$ cat src/rtl/pts_pkg.sv
package pts_pkg;

    localparam logic [8:0] NoPriority = 9'd256;

    typedef enum logic [3:0] {
        K_TICK         = 4'd0,
        K_ADD_THREAD   = 4'd1,
        K_ADD_PERIODIC = 4'd2,
        K_SLEEP        = 4'd3,
        K_KILL_ID      = 4'd4,
        K_KILL_SELF    = 4'd5,
        K_KILL_ALL     = 4'd6,
        K_SET_BLOCKED  = 4'd7,
        K_SCHEDULE     = 4'd8,
        K_LAUNCH       = 4'd9
    } t_kind;

    typedef enum logic [2:0] {
        ST_OK        = 3'd0,
        ST_LIMIT     = 3'd1,
        ST_NO_FREE   = 3'd2,
        ST_LAST      = 3'd3,
        ST_NO_THREAD = 3'd4
    } t_status;

    typedef enum logic {
        RK_EVENT = 1'b0,
        RK_DONE  = 1'b1
    } t_result_kind;

    typedef enum logic [1:0] {
        SC_WAKE,
        SC_SCHED,
        SC_LAUNCH,
        SC_KILL
    } t_scan;

    typedef enum logic [3:0] {
        S_IDLE,
        S_APPLY,
        S_EVENT,
        S_WAKE,
        S_SCHED,
        S_LAUNCH,
        S_KILL,
        S_RID,
        S_DONE
    } t_state;

    typedef struct packed {
        logic [3:0]  kind;
        logic [7:0]  priority_req;
        logic [31:0] duration;
        logic [31:0] period;
        logic [31:0] target_id;
        logic [2:0]  target_slot;
        logic        block_value;
    } t_in_item;

    typedef struct packed {
        logic        result_kind;
        logic [1:0]  event_index;
        logic [2:0]  status;
        logic [2:0]  running_slot;
        logic [31:0] running_id;
        logic [31:0] new_id;
        logic        last;
    } t_out_item;

    typedef struct packed {
        logic  load;
        logic  apply;
        logic  ev_emit;
        logic  ev_skip;
        logic  scan_start;
        t_scan scan_sel;
        logic  emit_done;
    } t_cmd;

    typedef struct packed {
        logic [3:0] kind;
        logic       live_one;
        logic       self_ok;
        logic       ev_end;
        logic       ev_due;
        logic       scan_done;
        logic       kill_found;
        logic       out_free;
    } t_sts;

endpackage

$ cat src/rtl/priority_thread_scheduler.sv
// channel  direction  valid        stall        beat
// in       input      i_in_valid   o_in_stall   i_in_data  (pts_pkg::t_in_item)
// out      output     o_out_valid  i_out_stall  o_out_data (pts_pkg::t_out_item)
//
// One command at a time: the input stalls from load until the done beat is emitted.
// Slot scans read the slots in turn through the single read port of the slot table.
// A tick emits due event beats, then runs a wake scan and a schedule scan.
// Reset is synchronous, active low; clears flags and counters, not slot/event tables.
// A stalled output beat holds; event beats wait for the output register.
module priority_thread_scheduler #(
    parameter int unsigned THREAD_SLOTS = 8,
    parameter int unsigned EVENT_SLOTS  = 4
) (
    input  logic               i_clk,
    input  logic               i_rst_n,
    input  logic               i_in_valid,
    output logic               o_in_stall,
    input  pts_pkg::t_in_item  i_in_data,
    output logic               o_out_valid,
    input  logic               i_out_stall,
    output pts_pkg::t_out_item o_out_data
);

    pts_pkg::t_cmd cmd;
    pts_pkg::t_sts sts;

    pts_ctrl u_ctrl (
        .i_clk      (i_clk),
        .i_rst_n    (i_rst_n),
        .i_in_valid (i_in_valid),
        .i_sts      (sts),
        .o_cmd      (cmd),
        .o_in_stall (o_in_stall)
    );

    pts_datapath #(
        .THREAD_SLOTS (THREAD_SLOTS),
        .EVENT_SLOTS  (EVENT_SLOTS)
    ) u_datapath (
        .i_clk       (i_clk),
        .i_rst_n     (i_rst_n),
        .i_in_data   (i_in_data),
        .i_cmd       (cmd),
        .i_out_stall (i_out_stall),
        .o_sts       (sts),
        .o_out_valid (o_out_valid),
        .o_out_data  (o_out_data)
    );

endmodule

$ cat src/rtl/pts_ctrl.sv
module pts_ctrl (
    input  logic          i_clk,
    input  logic          i_rst_n,
    input  logic          i_in_valid,
    input  pts_pkg::t_sts i_sts,
    output pts_pkg::t_cmd o_cmd,
    output logic          o_in_stall
);

    pts_pkg::t_state r_state;
    pts_pkg::t_state n_state;

    always_ff @(posedge i_clk) begin
        if (!i_rst_n) begin
            r_state <= pts_pkg::S_IDLE;
        end else begin
            r_state <= n_state;
        end
    end

    always_comb begin
        n_state = r_state;
        o_cmd = '0;
        o_cmd.scan_sel = pts_pkg::SC_WAKE;
        case (r_state)
            pts_pkg::S_IDLE: begin
                if (i_in_valid) begin
                    o_cmd.load = 1'b1;
                    n_state = pts_pkg::S_APPLY;
                end
            end
            pts_pkg::S_APPLY: begin
                o_cmd.apply = 1'b1;
                case (i_sts.kind)
                    pts_pkg::K_TICK: begin
                        n_state = pts_pkg::S_EVENT;
                    end
                    pts_pkg::K_SLEEP, pts_pkg::K_SCHEDULE: begin
                        o_cmd.scan_start = 1'b1;
                        o_cmd.scan_sel = pts_pkg::SC_SCHED;
                        n_state = pts_pkg::S_SCHED;
                    end
                    pts_pkg::K_KILL_ID: begin
                        if (i_sts.live_one) begin
                            n_state = pts_pkg::S_RID;
                        end else begin
                            o_cmd.scan_start = 1'b1;
                            o_cmd.scan_sel = pts_pkg::SC_KILL;
                            n_state = pts_pkg::S_KILL;
                        end
                    end
                    pts_pkg::K_KILL_SELF: begin
                        if (i_sts.self_ok) begin
                            o_cmd.scan_start = 1'b1;
                            o_cmd.scan_sel = pts_pkg::SC_SCHED;
                            n_state = pts_pkg::S_SCHED;
                        end else begin
                            n_state = pts_pkg::S_RID;
                        end
                    end
                    pts_pkg::K_LAUNCH: begin
                        o_cmd.scan_start = 1'b1;
                        o_cmd.scan_sel = pts_pkg::SC_LAUNCH;
                        n_state = pts_pkg::S_LAUNCH;
                    end
                    default: begin
                        n_state = pts_pkg::S_RID;
                    end
                endcase
            end
            pts_pkg::S_EVENT: begin
                if (i_sts.ev_end) begin
                    o_cmd.scan_start = 1'b1;
                    o_cmd.scan_sel = pts_pkg::SC_WAKE;
                    n_state = pts_pkg::S_WAKE;
                end else if (!i_sts.ev_due) begin
                    o_cmd.ev_skip = 1'b1;
                end else if (i_sts.out_free) begin
                    o_cmd.ev_emit = 1'b1;
                end
            end
            pts_pkg::S_WAKE: begin
                if (i_sts.scan_done) begin
                    o_cmd.scan_start = 1'b1;
                    o_cmd.scan_sel = pts_pkg::SC_SCHED;
                    n_state = pts_pkg::S_SCHED;
                end
            end
            pts_pkg::S_KILL: begin
                if (i_sts.scan_done) begin
                    if (i_sts.kill_found) begin
                        o_cmd.scan_start = 1'b1;
                        o_cmd.scan_sel = pts_pkg::SC_SCHED;
                        n_state = pts_pkg::S_SCHED;
                    end else begin
                        n_state = pts_pkg::S_RID;
                    end
                end
            end
            pts_pkg::S_SCHED, pts_pkg::S_LAUNCH: begin
                if (i_sts.scan_done) begin
                    n_state = pts_pkg::S_RID;
                end
            end
            pts_pkg::S_RID: begin
                n_state = pts_pkg::S_DONE;
            end
            pts_pkg::S_DONE: begin
                if (i_sts.out_free) begin
                    o_cmd.emit_done = 1'b1;
                    n_state = pts_pkg::S_IDLE;
                end
            end
            default: begin
                n_state = pts_pkg::S_IDLE;
            end
        endcase
    end

    assign o_in_stall = (r_state != pts_pkg::S_IDLE);

endmodule

$ cat src/rtl/pts_datapath.sv
module pts_datapath #(
    parameter int unsigned THREAD_SLOTS = 8,
    parameter int unsigned EVENT_SLOTS  = 4
) (
    input  logic               i_clk,
    input  logic               i_rst_n,
    input  pts_pkg::t_in_item  i_in_data,
    input  pts_pkg::t_cmd      i_cmd,
    input  logic               i_out_stall,
    output pts_pkg::t_sts      o_sts,
    output logic               o_out_valid,
    output pts_pkg::t_out_item o_out_data
);

    localparam int unsigned SW  = $clog2(THREAD_SLOTS);
    localparam int unsigned LW  = $clog2(THREAD_SLOTS + 1);
    localparam int unsigned EW  = (EVENT_SLOTS > 1) ? $clog2(EVENT_SLOTS) : 1;
    localparam int unsigned ECW = $clog2(EVENT_SLOTS + 1);
    localparam logic [SW:0]    SlotsW   = (SW + 1)'(THREAD_SLOTS);
    localparam logic [SW-1:0]  LastSlot = SW'(THREAD_SLOTS - 1);
    localparam logic [LW-1:0]  LiveMax  = LW'(THREAD_SLOTS);
    localparam logic [LW-1:0]  LiveOne  = LW'(1);
    localparam logic [ECW-1:0] EvMax    = ECW'(EVENT_SLOTS);

    pts_pkg::t_in_item r_item;

    logic [THREAD_SLOTS-1:0] r_alive;
    logic [THREAD_SLOTS-1:0] r_asleep;
    logic [THREAD_SLOTS-1:0] r_blocked;
    logic [7:0]              r_pri_mem  [THREAD_SLOTS];
    logic [15:0]             r_ser_mem  [THREAD_SLOTS];
    logic [31:0]             r_wake_mem [THREAD_SLOTS];
    logic [7:0]              r_rd_pri;
    logic [15:0]             r_rd_ser;
    logic [31:0]             r_rd_wake;

    logic [31:0] r_ev_period [EVENT_SLOTS];
    logic [31:0] r_ev_due    [EVENT_SLOTS];

    logic [31:0]    r_tick;
    logic [LW-1:0]  r_live;
    logic [ECW-1:0] r_ev_cnt;
    logic [ECW-1:0] r_ev_idx;
    logic [15:0]    r_serial;
    logic [SW-1:0]  r_cur;

    logic           r_scan_run;
    pts_pkg::t_scan r_scan_sel;
    logic [SW-1:0]  r_scan_k;
    logic           r_q_vld;
    logic           r_q_last;
    logic [SW-1:0]  r_q_slot;
    logic [8:0]     r_best;
    logic [SW-1:0]  r_pick;
    logic           r_found;

    pts_pkg::t_status r_status;
    logic [1:0]       r_idx_out;
    logic [31:0]      r_new_id;

    logic               r_out_valid;
    pts_pkg::t_out_item r_out;

    logic          free_found;
    logic [SW-1:0] free_slot;
    logic          add_ok;
    logic          live_one;
    logic          self_ok;
    logic [SW:0]   sched_sum;
    logic [SW:0]   sched_wrap;
    logic [SW-1:0] issue_slot;
    logic [SW-1:0] rd_addr;
    logic          q_alive;
    logic          q_asleep;
    logic          q_blocked;
    logic          cand;
    logic          wake_hit;
    logic          kill_hit;
    logic          scan_done;
    logic [EW-1:0] ev_sel;
    logic [EW-1:0] ev_new;
    logic          ev_end;
    logic          ev_due;
    logic          blk_ok;
    logic [SW-1:0] blk_idx;
    logic          out_free;
    logic          out_load;
    logic [THREAD_SLOTS-1:0] cur_mask;

    logic          wake_we;
    logic [SW-1:0] wake_wa;
    logic [31:0]   wake_wd;

    always_comb begin
        free_found = 1'b0;
        free_slot = '0;
        for (int i = THREAD_SLOTS - 1; i >= 0; i--) begin
            if (!r_alive[i]) begin
                free_found = 1'b1;
                free_slot = SW'(i);
            end
        end
    end

    assign add_ok   = (r_live < LiveMax) && free_found;
    assign live_one = (r_live == LiveOne);
    assign self_ok  = !live_one && r_alive[r_cur];
    assign cur_mask = THREAD_SLOTS'(1) << r_cur;

    assign sched_sum  = {1'b0, r_cur} + {1'b0, r_scan_k} + (SW + 1)'(1);
    assign sched_wrap = (sched_sum >= SlotsW) ? (sched_sum - SlotsW) : sched_sum;
    assign issue_slot = (r_scan_sel == pts_pkg::SC_SCHED) ? sched_wrap[SW-1:0] : r_scan_k;
    assign rd_addr    = r_scan_run ? issue_slot : r_cur;

    assign q_alive   = r_alive[r_q_slot];
    assign q_asleep  = r_asleep[r_q_slot];
    assign q_blocked = r_blocked[r_q_slot];

    always_comb begin
        case (r_scan_sel)
            pts_pkg::SC_SCHED:
                cand = q_alive && !q_asleep && !q_blocked && ({1'b0, r_rd_pri} < r_best);
            pts_pkg::SC_LAUNCH:
                cand = q_alive && ({1'b0, r_rd_pri} < r_best);
            default:
                cand = 1'b0;
        endcase
    end

    assign wake_hit = (r_scan_sel == pts_pkg::SC_WAKE) && q_asleep && (r_rd_wake <= r_tick);
    assign kill_hit = (r_scan_sel == pts_pkg::SC_KILL) && !r_found && q_alive
                      && ({r_rd_ser, 16'(r_q_slot)} == r_item.target_id);
    assign scan_done = r_q_vld && r_q_last;

    assign ev_sel = r_ev_idx[EW-1:0];
    assign ev_new = r_ev_cnt[EW-1:0];
    assign ev_end = (r_ev_idx >= r_ev_cnt);
    assign ev_due = (r_ev_due[ev_sel] <= r_tick);

    assign blk_ok  = (32'(r_item.target_slot) < THREAD_SLOTS);
    assign blk_idx = SW'(r_item.target_slot);

    assign out_free = !r_out_valid || !i_out_stall;
    assign out_load = i_cmd.ev_emit || i_cmd.emit_done;

    always_comb begin
        wake_we = 1'b0;
        wake_wa = r_q_slot;
        wake_wd = '0;
        if (i_cmd.apply && (r_item.kind == pts_pkg::K_SLEEP)) begin
            wake_we = 1'b1;
            wake_wa = r_cur;
            wake_wd = r_item.duration + r_tick;
        end else if (i_cmd.apply && (r_item.kind == pts_pkg::K_ADD_THREAD) && add_ok) begin
            wake_we = 1'b1;
            wake_wa = free_slot;
        end else if (r_q_vld && wake_hit) begin
            wake_we = 1'b1;
        end
    end

    always_ff @(posedge i_clk) begin
        if (!i_rst_n) begin
            r_alive     <= '0;
            r_asleep    <= '0;
            r_blocked   <= '0;
            r_tick      <= '0;
            r_live      <= '0;
            r_ev_cnt    <= '0;
            r_ev_idx    <= '0;
            r_serial    <= '0;
            r_cur       <= '0;
            r_scan_run  <= 1'b0;
            r_scan_sel  <= pts_pkg::SC_WAKE;
            r_scan_k    <= '0;
            r_q_vld     <= 1'b0;
            r_q_last    <= 1'b0;
            r_q_slot    <= '0;
            r_best      <= pts_pkg::NoPriority;
            r_pick      <= '0;
            r_found     <= 1'b0;
            r_out_valid <= 1'b0;
        end else begin
            if (i_cmd.load) begin
                r_ev_idx <= '0;
            end else if (i_cmd.ev_emit || i_cmd.ev_skip) begin
                r_ev_idx <= r_ev_idx + ECW'(1);
            end

            if (i_cmd.apply) begin
                case (r_item.kind)
                    pts_pkg::K_TICK: begin
                        r_tick <= r_tick + 32'd1;
                    end
                    pts_pkg::K_ADD_THREAD: begin
                        if (add_ok) begin
                            r_alive[free_slot]   <= 1'b1;
                            r_asleep[free_slot]  <= 1'b0;
                            r_blocked[free_slot] <= 1'b0;
                            r_serial <= r_serial + 16'd1;
                            r_live   <= r_live + LW'(1);
                        end
                    end
                    pts_pkg::K_ADD_PERIODIC: begin
                        if (r_ev_cnt < EvMax) begin
                            r_ev_cnt <= r_ev_cnt + ECW'(1);
                        end
                    end
                    pts_pkg::K_SLEEP: begin
                        r_asleep[r_cur] <= 1'b1;
                    end
                    pts_pkg::K_KILL_SELF: begin
                        if (self_ok) begin
                            r_alive[r_cur] <= 1'b0;
                            r_live <= r_live - LW'(1);
                        end
                    end
                    pts_pkg::K_KILL_ALL: begin
                        r_alive <= r_alive & cur_mask;
                        r_live  <= r_alive[r_cur] ? LiveOne : '0;
                    end
                    pts_pkg::K_SET_BLOCKED: begin
                        if (blk_ok) begin
                            r_blocked[blk_idx] <= r_item.block_value;
                        end
                    end
                    default: begin
                    end
                endcase
            end

            r_q_vld  <= r_scan_run;
            r_q_last <= r_scan_run && (r_scan_k == LastSlot);
            r_q_slot <= issue_slot;

            if (r_q_vld) begin
                if (cand) begin
                    r_best <= {1'b0, r_rd_pri};
                    r_pick <= r_q_slot;
                end
                if (wake_hit) begin
                    r_asleep[r_q_slot] <= 1'b0;
                end
                if (kill_hit) begin
                    r_found <= 1'b1;
                    r_alive[r_q_slot] <= 1'b0;
                    r_live <= r_live - LW'(1);
                end
                if (r_q_last && ((r_scan_sel == pts_pkg::SC_SCHED)
                                 || (r_scan_sel == pts_pkg::SC_LAUNCH))) begin
                    r_cur <= cand ? r_q_slot : r_pick;
                end
            end

            if (i_cmd.scan_start) begin
                r_scan_run <= 1'b1;
                r_scan_sel <= i_cmd.scan_sel;
                r_scan_k   <= '0;
                r_found    <= 1'b0;
                r_best     <= pts_pkg::NoPriority;
                r_pick     <= (i_cmd.scan_sel == pts_pkg::SC_LAUNCH) ? '0 : r_cur;
            end else if (r_scan_run) begin
                r_scan_k <= r_scan_k + SW'(1);
                if (r_scan_k == LastSlot) begin
                    r_scan_run <= 1'b0;
                end
            end

            if (out_load) begin
                r_out_valid <= 1'b1;
            end else if (!i_out_stall) begin
                r_out_valid <= 1'b0;
            end
        end
    end

    always_ff @(posedge i_clk) begin
        r_rd_pri  <= r_pri_mem[rd_addr];
        r_rd_ser  <= r_ser_mem[rd_addr];
        r_rd_wake <= r_wake_mem[rd_addr];
        if (wake_we) begin
            r_wake_mem[wake_wa] <= wake_wd;
        end

        if (i_cmd.load) begin
            r_item    <= i_in_data;
            r_status  <= pts_pkg::ST_OK;
            r_idx_out <= '0;
            r_new_id  <= '0;
        end

        if (i_cmd.apply) begin
            case (r_item.kind)
                pts_pkg::K_ADD_THREAD: begin
                    if (r_live >= LiveMax) begin
                        r_status <= pts_pkg::ST_LIMIT;
                    end else if (!free_found) begin
                        r_status <= pts_pkg::ST_NO_FREE;
                    end else begin
                        r_new_id <= {r_serial, 16'(free_slot)};
                        r_pri_mem[free_slot] <= r_item.priority_req;
                        r_ser_mem[free_slot] <= r_serial;
                    end
                end
                pts_pkg::K_ADD_PERIODIC: begin
                    if (r_ev_cnt >= EvMax) begin
                        r_status <= pts_pkg::ST_LIMIT;
                    end else begin
                        r_ev_period[ev_new] <= r_item.period;
                        r_ev_due[ev_new]    <= r_tick + r_item.period;
                        r_idx_out           <= 2'(r_ev_cnt);
                    end
                end
                pts_pkg::K_KILL_ID: begin
                    if (live_one) begin
                        r_status <= pts_pkg::ST_LAST;
                    end
                end
                pts_pkg::K_KILL_SELF: begin
                    if (live_one) begin
                        r_status <= pts_pkg::ST_LAST;
                    end else if (!r_alive[r_cur]) begin
                        r_status <= pts_pkg::ST_NO_THREAD;
                    end
                end
                default: begin
                end
            endcase
        end

        if (scan_done && (r_scan_sel == pts_pkg::SC_KILL) && !(r_found || kill_hit)) begin
            r_status <= pts_pkg::ST_NO_THREAD;
        end

        if (i_cmd.ev_emit) begin
            r_ev_due[ev_sel] <= r_tick + r_ev_period[ev_sel];
            r_out <= '{result_kind:  pts_pkg::RK_EVENT,
                       event_index:  2'(r_ev_idx),
                       status:       pts_pkg::ST_OK,
                       running_slot: 3'd0,
                       running_id:   32'd0,
                       new_id:       32'd0,
                       last:         1'b0};
        end else if (i_cmd.emit_done) begin
            r_out <= '{result_kind:  pts_pkg::RK_DONE,
                       event_index:  r_idx_out,
                       status:       r_status,
                       running_slot: 3'(r_cur),
                       running_id:   r_alive[r_cur] ? {r_rd_ser, 16'(r_cur)} : 32'd0,
                       new_id:       r_new_id,
                       last:         1'b1};
        end
    end

    assign o_sts = '{kind:       r_item.kind,
                     live_one:   live_one,
                     self_ok:    self_ok,
                     ev_end:     ev_end,
                     ev_due:     ev_due,
                     scan_done:  scan_done,
                     kill_found: r_found || kill_hit,
                     out_free:   out_free};

    assign o_out_valid = r_out_valid;
    assign o_out_data  = r_out;

    a_live_count: assert property (@(posedge i_clk) disable iff (!i_rst_n)
        r_live == LW'($countones(r_alive)))
        else $error("live thread count differs from live slots");

    a_cur_range: assert property (@(posedge i_clk) disable iff (!i_rst_n)
        {1'b0, r_cur} < SlotsW)
        else $error("current slot out of range");

    a_ev_count: assert property (@(posedge i_clk) disable iff (!i_rst_n)
        r_ev_cnt <= EvMax)
        else $error("event count beyond table");

    a_scan_last: assert property (@(posedge i_clk) disable iff (!i_rst_n)
        r_q_last |-> r_q_vld && !r_scan_run)
        else $error("scan end without a read in flight");

endmodule

$ cat config.mk
export PLATFORM = sky130hd
export DESIGN_NAME = priority_thread_scheduler
export DESIGN_NICKNAME = d
export VERILOG_FILES = /design/src/rtl/pts_pkg.sv /design/src/rtl/priority_thread_scheduler.sv /design/src/rtl/pts_ctrl.sv /design/src/rtl/pts_datapath.sv
export SDC_FILE = /design/constraint.sdc
export NUM_CORES = 1
export LEC_CHECK = 0
export ABC_AREA = 1
export BUFFER_PORTS_ARGS = -buffer_cell sky130_fd_sc_hd__buf_2
export CORE_ASPECT_RATIO = 1.25
export CORE_UTILIZATION = 47
export DETAILED_ROUTE_END_ITERATION = 6
export PLACE_DENSITY_LB_ADDON = 0.08
export RECOVER_POWER = 25
export SKIP_CTS_REPAIR_TIMING = 1
export SYNTH_ARGS = -nofsm -noshare
export SYNTH_HDL_FRONTEND = slang
export SYNTH_SLANG_ARGS = --single-unit
$ cat constraint.sdc
create_clock -name i_clk -period 5.1 [get_ports i_clk]
set_input_delay 0.255 -clock i_clk [delete_from_list [all_inputs] [get_ports i_clk]]
set_output_delay 0.255 -clock i_clk [all_outputs]
set_load 0.005 [all_outputs]
==> qor.yml, run 1 <==
outcome: "finished, violations left"
violations: "capacitance limit, slew limit"
cpMaxStageDelayCell: "dfxtp_1"
rr_endpoint: "u_datapath.r_ev_due[2][23]$_DFFE_PP_"
ys_warn_count: 0
cp_common_cell: "nand2_1"
dp_slack_ps: -54.7
fin_worst_skew_ps: 31.8
holdWs_ps: 167
regToRegSetupSlack_ps: 270
hold_path_class: "in -> reg"
root_buffer: "clkbuf_16"
drv_slew: 38
via_per_inst: 5.50
synth-edff-count: 818
clock_latency_ps: 750
core_um2: 101000
syn_area_um2: 47800
drtIter0Drc: 2709
startpoint_type: "flip-flop"
synth_area_per_cell_um2: 10.5
cts.sinks: 1085
port_buffers: 178
crit_arrival_ps: 5290
worst_slack_ps: 266
yosys_register_bits: 1085
grt_pass1_wl_mm: 195
setup_viol: 0
nets: 5140
grt_max_degree: 144
synth_flop_cell: "edfxtp_1"
diodes: 0
area_delta_synth_final_pct: 16.8
power.internal_uw: 16500
nFillCells: 8725
r2r_cells: 25
crit_buf_inv: 3
firstDrtPassIters: 7
p_comb_share_pct: 13.0
max-cap-violations: 1
finalHoldViolCount: 0
ys_seq_area_share_pct: 62.5
cp-endpoint: "u_datapath.r_ev_due[2][23]$_DFFE_PP_"
p_switching_uw: 5940
start_util_pct: 47.5
drive_above_1_share_pct: 11.1
grt_pass1_vias: 32600
die_h_um: 359
p_seq_share_pct: 48.4
routed_wl_mm: 131
required_ps: 5550
critical_path_class: "reg -> reg"
clk_path_buf_depth: 3
hpwl_mm: 85.4
dr_total_vias: 34500
end_kind: "flip-flop"
slew_headroom_pct: -39.3
synth_cell_type_count: 60
worst_path_largest_cell_delay_ps: 410
p_leak_uw: 0.0206
die_w_um: 287
cts_inserted_buffers: 109
drtAntennaViolNets: 0
drc: 0
gr-total-overflow: 0
stdcell_count: 6285
netlist_instances: 4536
cts_htree_levels: 3
ir_worst_vdd_uv: 303
antenna_found_initial: 1
period_needed_ps: 4830
multi_input_area_um2: 15700
timing.fmax_mhz: 207
min_period_over_period_pct: 94.8
power.density_nw_per_um2: 401
dp.cells: 5962
io_pins: 192
dieArea_um2: 103000
ff_latch_area_um2: 29900
power.share.switching_pct: 26.5
async_flop_share_pct: 0
wire_per_inst_um: 20.9
clk_pin_slew_ps: 60
cts_tree: "built"
grtUsageTotal_pct: 24.9
cp_top_family: "compound AO/OA/AOI/OAI gates"
worst_pin_slew_ps: 2090
routabilityCongestion: 0.933
clockPowerShare_pct: 38.5
rows: 130
cp_max_fo: 30
cp_num_cells: 25
==> layout by cell type (no fill, tap or decap), types with 14 or more instances in the layout <==
cell type / count
bufinv_16: 18
o211ai_1: 52
nand3_1: 106
a21oi_1: 232
dlygate4sd3_1: 112
inv_1: 398
nor2_1: 479
o21bai_1: 123
nand2_1: 631
o22ai_1: 94
buf_4: 105
clkbuf_1: 90
edfxtp_1: 818
clkinv_2: 15
nand4_1: 34
xor2_1: 30
nor3_1: 83
ha_1: 153
dfxtp_1: 266
clkbuf_16: 112
a31oi_1: 69
buf_2: 118
nor2_4: 19
nor2_2: 14
o21ai_0: 464
buf_12: 15
inv_2: 20
a32o_1: 31
o21a_1: 19
or2_2: 21
==> per-stage QoR <==
step / setup TNS, ps / power, uW / cell area, um2 / util, %
2_1_floorplan: 0 / 12700 / 47900 / -
3_3_place_gp: 0 / 13900 / 50800 / 50.5
3_5_place_dp: -218 / 13900 / 50800 / 50.5
4_1_cts: -521 / 22500 / 54700 / 54.3
5_1_grt: -18.0 / 23300 / 55900 / 55.5
6_report: 0 / 22400 / 55900 / 55.5
==> power by group through the flow <==
stage          Clock, uW  Sequential (uW)  Combinational, uW
5_1_grt             9110            10900               3300
2_1_floorplan          0            10800               1870
4_1_cts             8780            10800               2890
3_3_place_gp           0            11000               2840
6_report            8630            10800               2920
3_5_place_dp           0            11000               2870
==> layout make-up <==
class	count	area share [%]
flip-flops and latches	1085	53.5
well taps	1320	2.96
inverters	425	2.88
repair buffers	414	5.53
clock inverters	58	1.56
multi-input cells	2833	28.1
clock buffers	150	5.41
==> how the worst min path moves through the flow <==
stage	startpoint	endpoint	slack, ps	cells after the start
floorplan	i_in_data[1]	u_datapath.blk_idx[0]$_DFFE_PP_	350	0
CTS	i_in_data[102]	u_datapath.r_item[102]$_DFFE_PP_	-360	1
detailed placement	i_in_data[111]	u_datapath.o_sts[10]$_DFFE_PP_	430	1
global placement	i_in_data[106]	u_datapath.r_item[106]$_DFFE_PP_	430	1
global route	i_in_valid	u_datapath.r_new_id[20]$_DFF_P_	210	5
finish	i_in_valid	u_datapath.r_new_id[27]$_DFF_P_	170	5
==> worst register-to-register path, stage by stage, from the launching register on <==
cell	delay (ps)
dfxtp_1	410
buf_6	250
o21ai_0	130
o22ai_1	180
ha_1	270
a21oi_1	150
nor2_1	50
nor2_1	80
nand3_1	140
a21oi_2	250
nand2_1	100
nand2_2	110
nand3_4	140
buf_16	210
o21ai_0	280
ha_1	360
a21oi_1	190
inv_1	60
a31oi_1	280
o21ai_0	150
a21o_1	220
nand2_1	80
nand2_1	110
nand2_1	80
nand2_1	90
xor2_2	190
==> metal layers <==
layer	share of wire (%)	wire [um]	vias to the layer above	global-route usage, %
li1	-	-	16700	-
met1	44	57700	16800	33.9
met2	48	63000	887	41.5
met3	4.9	6380	191	2.55
met4	3.1	4030	0	8.98
met5	0	0	-	0
==> synthesized netlist by cell type, drive strengths merged (2+ instances only) <==
master / count / area, um2
a221oi: 10 / 87.6
or2: 21 / 131
a21boi: 4 / 30.0
o21bai: 124 / 935
a21o: 12 / 90.1
ha: 153 / 1910
nand3: 113 / 603
xor2: 38 / 333
a31o: 3 / 26.3
nor4: 13 / 87.6
a211oi: 13 / 97.6
nor2: 512 / 1960
edfxtp: 818 / 24600
a31oi: 69 / 432
dfxtp: 267 / 5350
fa: 3 / 60.1
o221ai: 9 / 78.8
a22oi: 2 / 15.0
o21ai: 480 / 2420
o21a: 19 / 143
o211ai: 52 / 390
o22ai: 94 / 588
nand2: 645 / 2460
nand4: 34 / 213
clkbuf: 140 / 526
xnor2: 11 / 96.3
and3: 2 / 12.5
nor3b: 6 / 45.0
o2111ai: 2 / 17.5
inv: 421 / 1580
clkinv: 4 / 15.0
a21oi: 244 / 1260
a32o: 31 / 310
nor3: 86 / 447
o31ai: 9 / 67.6
buf: 65 / 393
==> cell families after synthesis <==
kind of cell | after synthesis | synth area share, %
buffers and inverters | 630 | 5.25
other | 1 | 0.00784
AO/OA/AOI/OAI | 1181 | 14.7
flip-flops | 1085 | 62.5
AND/OR/NAND/NOR | 1434 | 12.5
XOR/XNOR | 49 | 0.897
adder cells (fa/ha/maj) | 156 | 4.13
==> sequential cells by signal, indices dropped and copies added, names as in the netlist, 4 cells and up, named ones only <==
| register | cells |
|---|---|
| u_datapath.r_best | 9 |
| u_datapath.r_new_id | 32 |
| u_datapath.r_alive | 8 |
| u_datapath.o_out_data | 60 |
| u_datapath.o_sts | 4 |
| u_datapath.r_ev_due | 128 |
| u_datapath.r_pri_mem | 64 |
| u_datapath.r_ev_period | 128 |
| u_datapath.r_blocked | 8 |
| u_ctrl.r_state | 4 |
| u_datapath.r_ser_mem | 128 |
| u_datapath.r_rd_pri | 8 |
| u_datapath.r_live | 4 |
| u_datapath.r_rd_ser | 16 |
| u_datapath.r_wake_mem | 256 |
| u_datapath.r_item | 105 |
| u_datapath.r_asleep | 8 |
| u_datapath.r_serial | 16 |
| u_datapath.r_rd_wake | 32 |
| u_datapath.r_tick | 32 |
No activity file was read; power rests on OpenSTA's default activity.
==> inputs of run 2 (changes only) <==
--- a/config.mk
+++ b/config.mk
@@ -6,10 +6,11 @@
 export NUM_CORES = 1
 export LEC_CHECK = 0
 export ABC_AREA = 1
-export BUFFER_PORTS_ARGS = -buffer_cell sky130_fd_sc_hd__buf_2
+export BUFFER_PORTS_ARGS = -buffer_cell sky130_fd_sc_hd__buf_4
 export CORE_ASPECT_RATIO = 1.25
 export CORE_UTILIZATION = 47
 export DETAILED_ROUTE_END_ITERATION = 6
+export GPL_TIMING_DRIVEN = 0
 export PLACE_DENSITY_LB_ADDON = 0.08
 export RECOVER_POWER = 25
 export SKIP_CTS_REPAIR_TIMING = 1
==> run 2 against run 1 <==
Net effect:
- the flow finishes with violations (setup timing)
- worst setup slack worse by 420 ps
- utilization up 1.8 points
- clock skew down 5.2 ps
- critical endpoint is now u_datapath.r_ev_due[3][28]$_DFFE_PP_
- highest routed layer is now met5
==> qor.yml, run 2 (same netlist as run 1, synthesis figures left out) <==
grt_pass1_wl_mm: 209  # +7.1%
grt_pass1_vias: 34000  # +4.3%
violations: "setup timing"
grtUsageTotal_pct: 27.2  # +2.3 points
rsz0062_at_grt: "true"
hold_path_class: "in -> reg"
cp_top_family: "compound AO/OA/AOI/OAI gates"
critical_path_class: "reg -> reg"
stdcell_count: 6422  # +2.2%
min_period_over_period_pct: 103  # +8.2 points
clock_latency_ps: 720  # -30 ps
area_delta_synth_final_pct: 20.7
worst_path_largest_cell_delay_ps: 450  # +40 ps
finalHoldViolCount: 0  # unchanged
fin_worst_skew_ps: 26.6  # -5.17 ps
layout_commonest_cell: "edfxtp_1"
largest_register_ffs: 256  # unchanged
drive_above_1_share_pct: 14.3  # +3.2 points
port_buffers: 177  # -0.56%
grt_max_degree: 61  # -58%
drtAntennaViolNets: 0  # unchanged
startpoint_type: "flip-flop"
antenna_found_initial: 1  # unchanged
timing.fmax_mhz: 191  # -7.9%
worst_pin_slew_ps: 1330  # -762 ps
period_needed_ps: 5250  # +416 ps
crit_arrival_ps: 5710  # +420 ps
required_ps: 5560  # about the same
dpl-instance-area_um2: 51600  # +1.5%
cts_tree: "built"
power.density_nw_per_um2: 387  # -3.4%
wire_per_inst_um: 22.4  # +7.4%
setup_viol: 44  # +44
dp.cells: 6070  # +1.8%
die_w_um: 287  # unchanged
ir_worst_vdd_uv: 319  # +5.1%
hpwl_mm: 104  # +22%
root_buffer: "clkbuf_16"
start_util_pct: 47.5  # unchanged
routed_wl_mm: 144  # +9.8%
io_pins: 192  # unchanged
dieArea_um2: 103000  # unchanged
dr_total_vias: 35600  # +3.1%
via_per_inst: 5.54  # +0.89%
drv_slew: 0  # -100%
worst_slack_ps: -149  # -416 ps
routabilityCongestion: 0.949  # +1.7%
cp_max_fo: 10  # -67%
die_h_um: 359  # unchanged
drc: 0  # unchanged
nets: 5278  # +2.7%
end_kind: "flip-flop"
cts.sinks: 1085  # unchanged
most-common-layout-cells: "edfxtp_1, nand2_1, nor2_1"
clk_path_buf_depth: 3  # unchanged
p_leak_uw: 0.0213  # +3.4%
diodes: 0  # unchanged
cts_htree_levels: 3  # unchanged
core_um2: 101000  # unchanged
rows: 130  # unchanged
regMostFlops: "u_datapath.r_wake_mem"
drtIter0Drc: 2615  # -3.5%
firstDrtPassIters: 6  # -1
cp_common_cell: "nand2_1"
max-cap-violations: 0  # -1
nFillCells: 8670  # -0.63%
fin_util_pct: 57.3  # +1.8 points
regToRegSetupSlack_ps: -150  # -420 ps
clk_pin_slew_ps: 60  # about the same
stdcell_area_um2: 57700  # +3.3%
slew_headroom_pct: 11.4  # +51 points
outcome: "finished, violations left"
gr-total-overflow: 0  # unchanged
cts_inserted_buffers: 108  # -0.92%
cpMaxStageDelayCell: "dfxtp_4"
crit_buf_inv: 7  # +4
## run 2: worst paths after layout
check                                 start                                   end  depth (start not counted)
max                               flip-flop  u_datapath.r_ev_due[3][28]$_DFFE_PP_                         28
min                              i_in_valid     u_datapath.r_status[1]$_SDFF_PP0_                          6
max reg2reg                       flip-flop  u_datapath.r_ev_due[3][28]$_DFFE_PP_                         28
min reg2reg  u_datapath.r_new_id[9]$_DFF_P_        u_datapath.r_new_id[9]$_DFF_P_                          2
## run 2: per-layer routing
layer / wire [um] / track usage [%] / vias up
met2: 71900 / 47.7 / 1048
met4: 4990 / 10.2 / 2
met3: 7200 / 2.59 / 249
met5: 13 / 0 / -
met1: 59700 / 34.8 / 17400
li1: - / - / 17000
## run 2: final cells by class
type	instances	area, um2	area share [%]
clock inverters	72	782	1.35
flip-flops and latches	1085	29900	51.8
inverters	425	1600	2.77
plain buffers	205	1160	2.00
repair buffers	348	3300	5.72
clock buffers	134	2910	5.05
well taps	1320	1650	2.86
multi-input cells	2833	16400	28.4
## run 2: metrics by stage
stage               hold slack (ps)  TNS [ps]  total power [uW]  setup WS, ps
finish                         83.9     -3270             22300          -149
global route                    143    -11540             23200          -233
CTS                            -324   -471170             22300         -3450
detailed placement              434   -465760             14100         -3410
global placement                432  -1195070             14000         -3430
floorplan                       354         0             12700           135
## run 2: worst min-delay path, delay by kind of cell
kind                   cells  cell delay [ps]
AND/OR/NAND/NOR            5              370
buffers and inverters      1              110
## run 2: where the power goes
| part | internal [uW] | total, uW | switching [uW] |
|---|---|---|---|
| Clock | 4740 | 8260 | 3520 |
| Sequential | 10300 | 10800 | 492 |
| Combinational | 1190 | 3270 | 2070 |
| Total | 16300 | 22300 | 6090 |
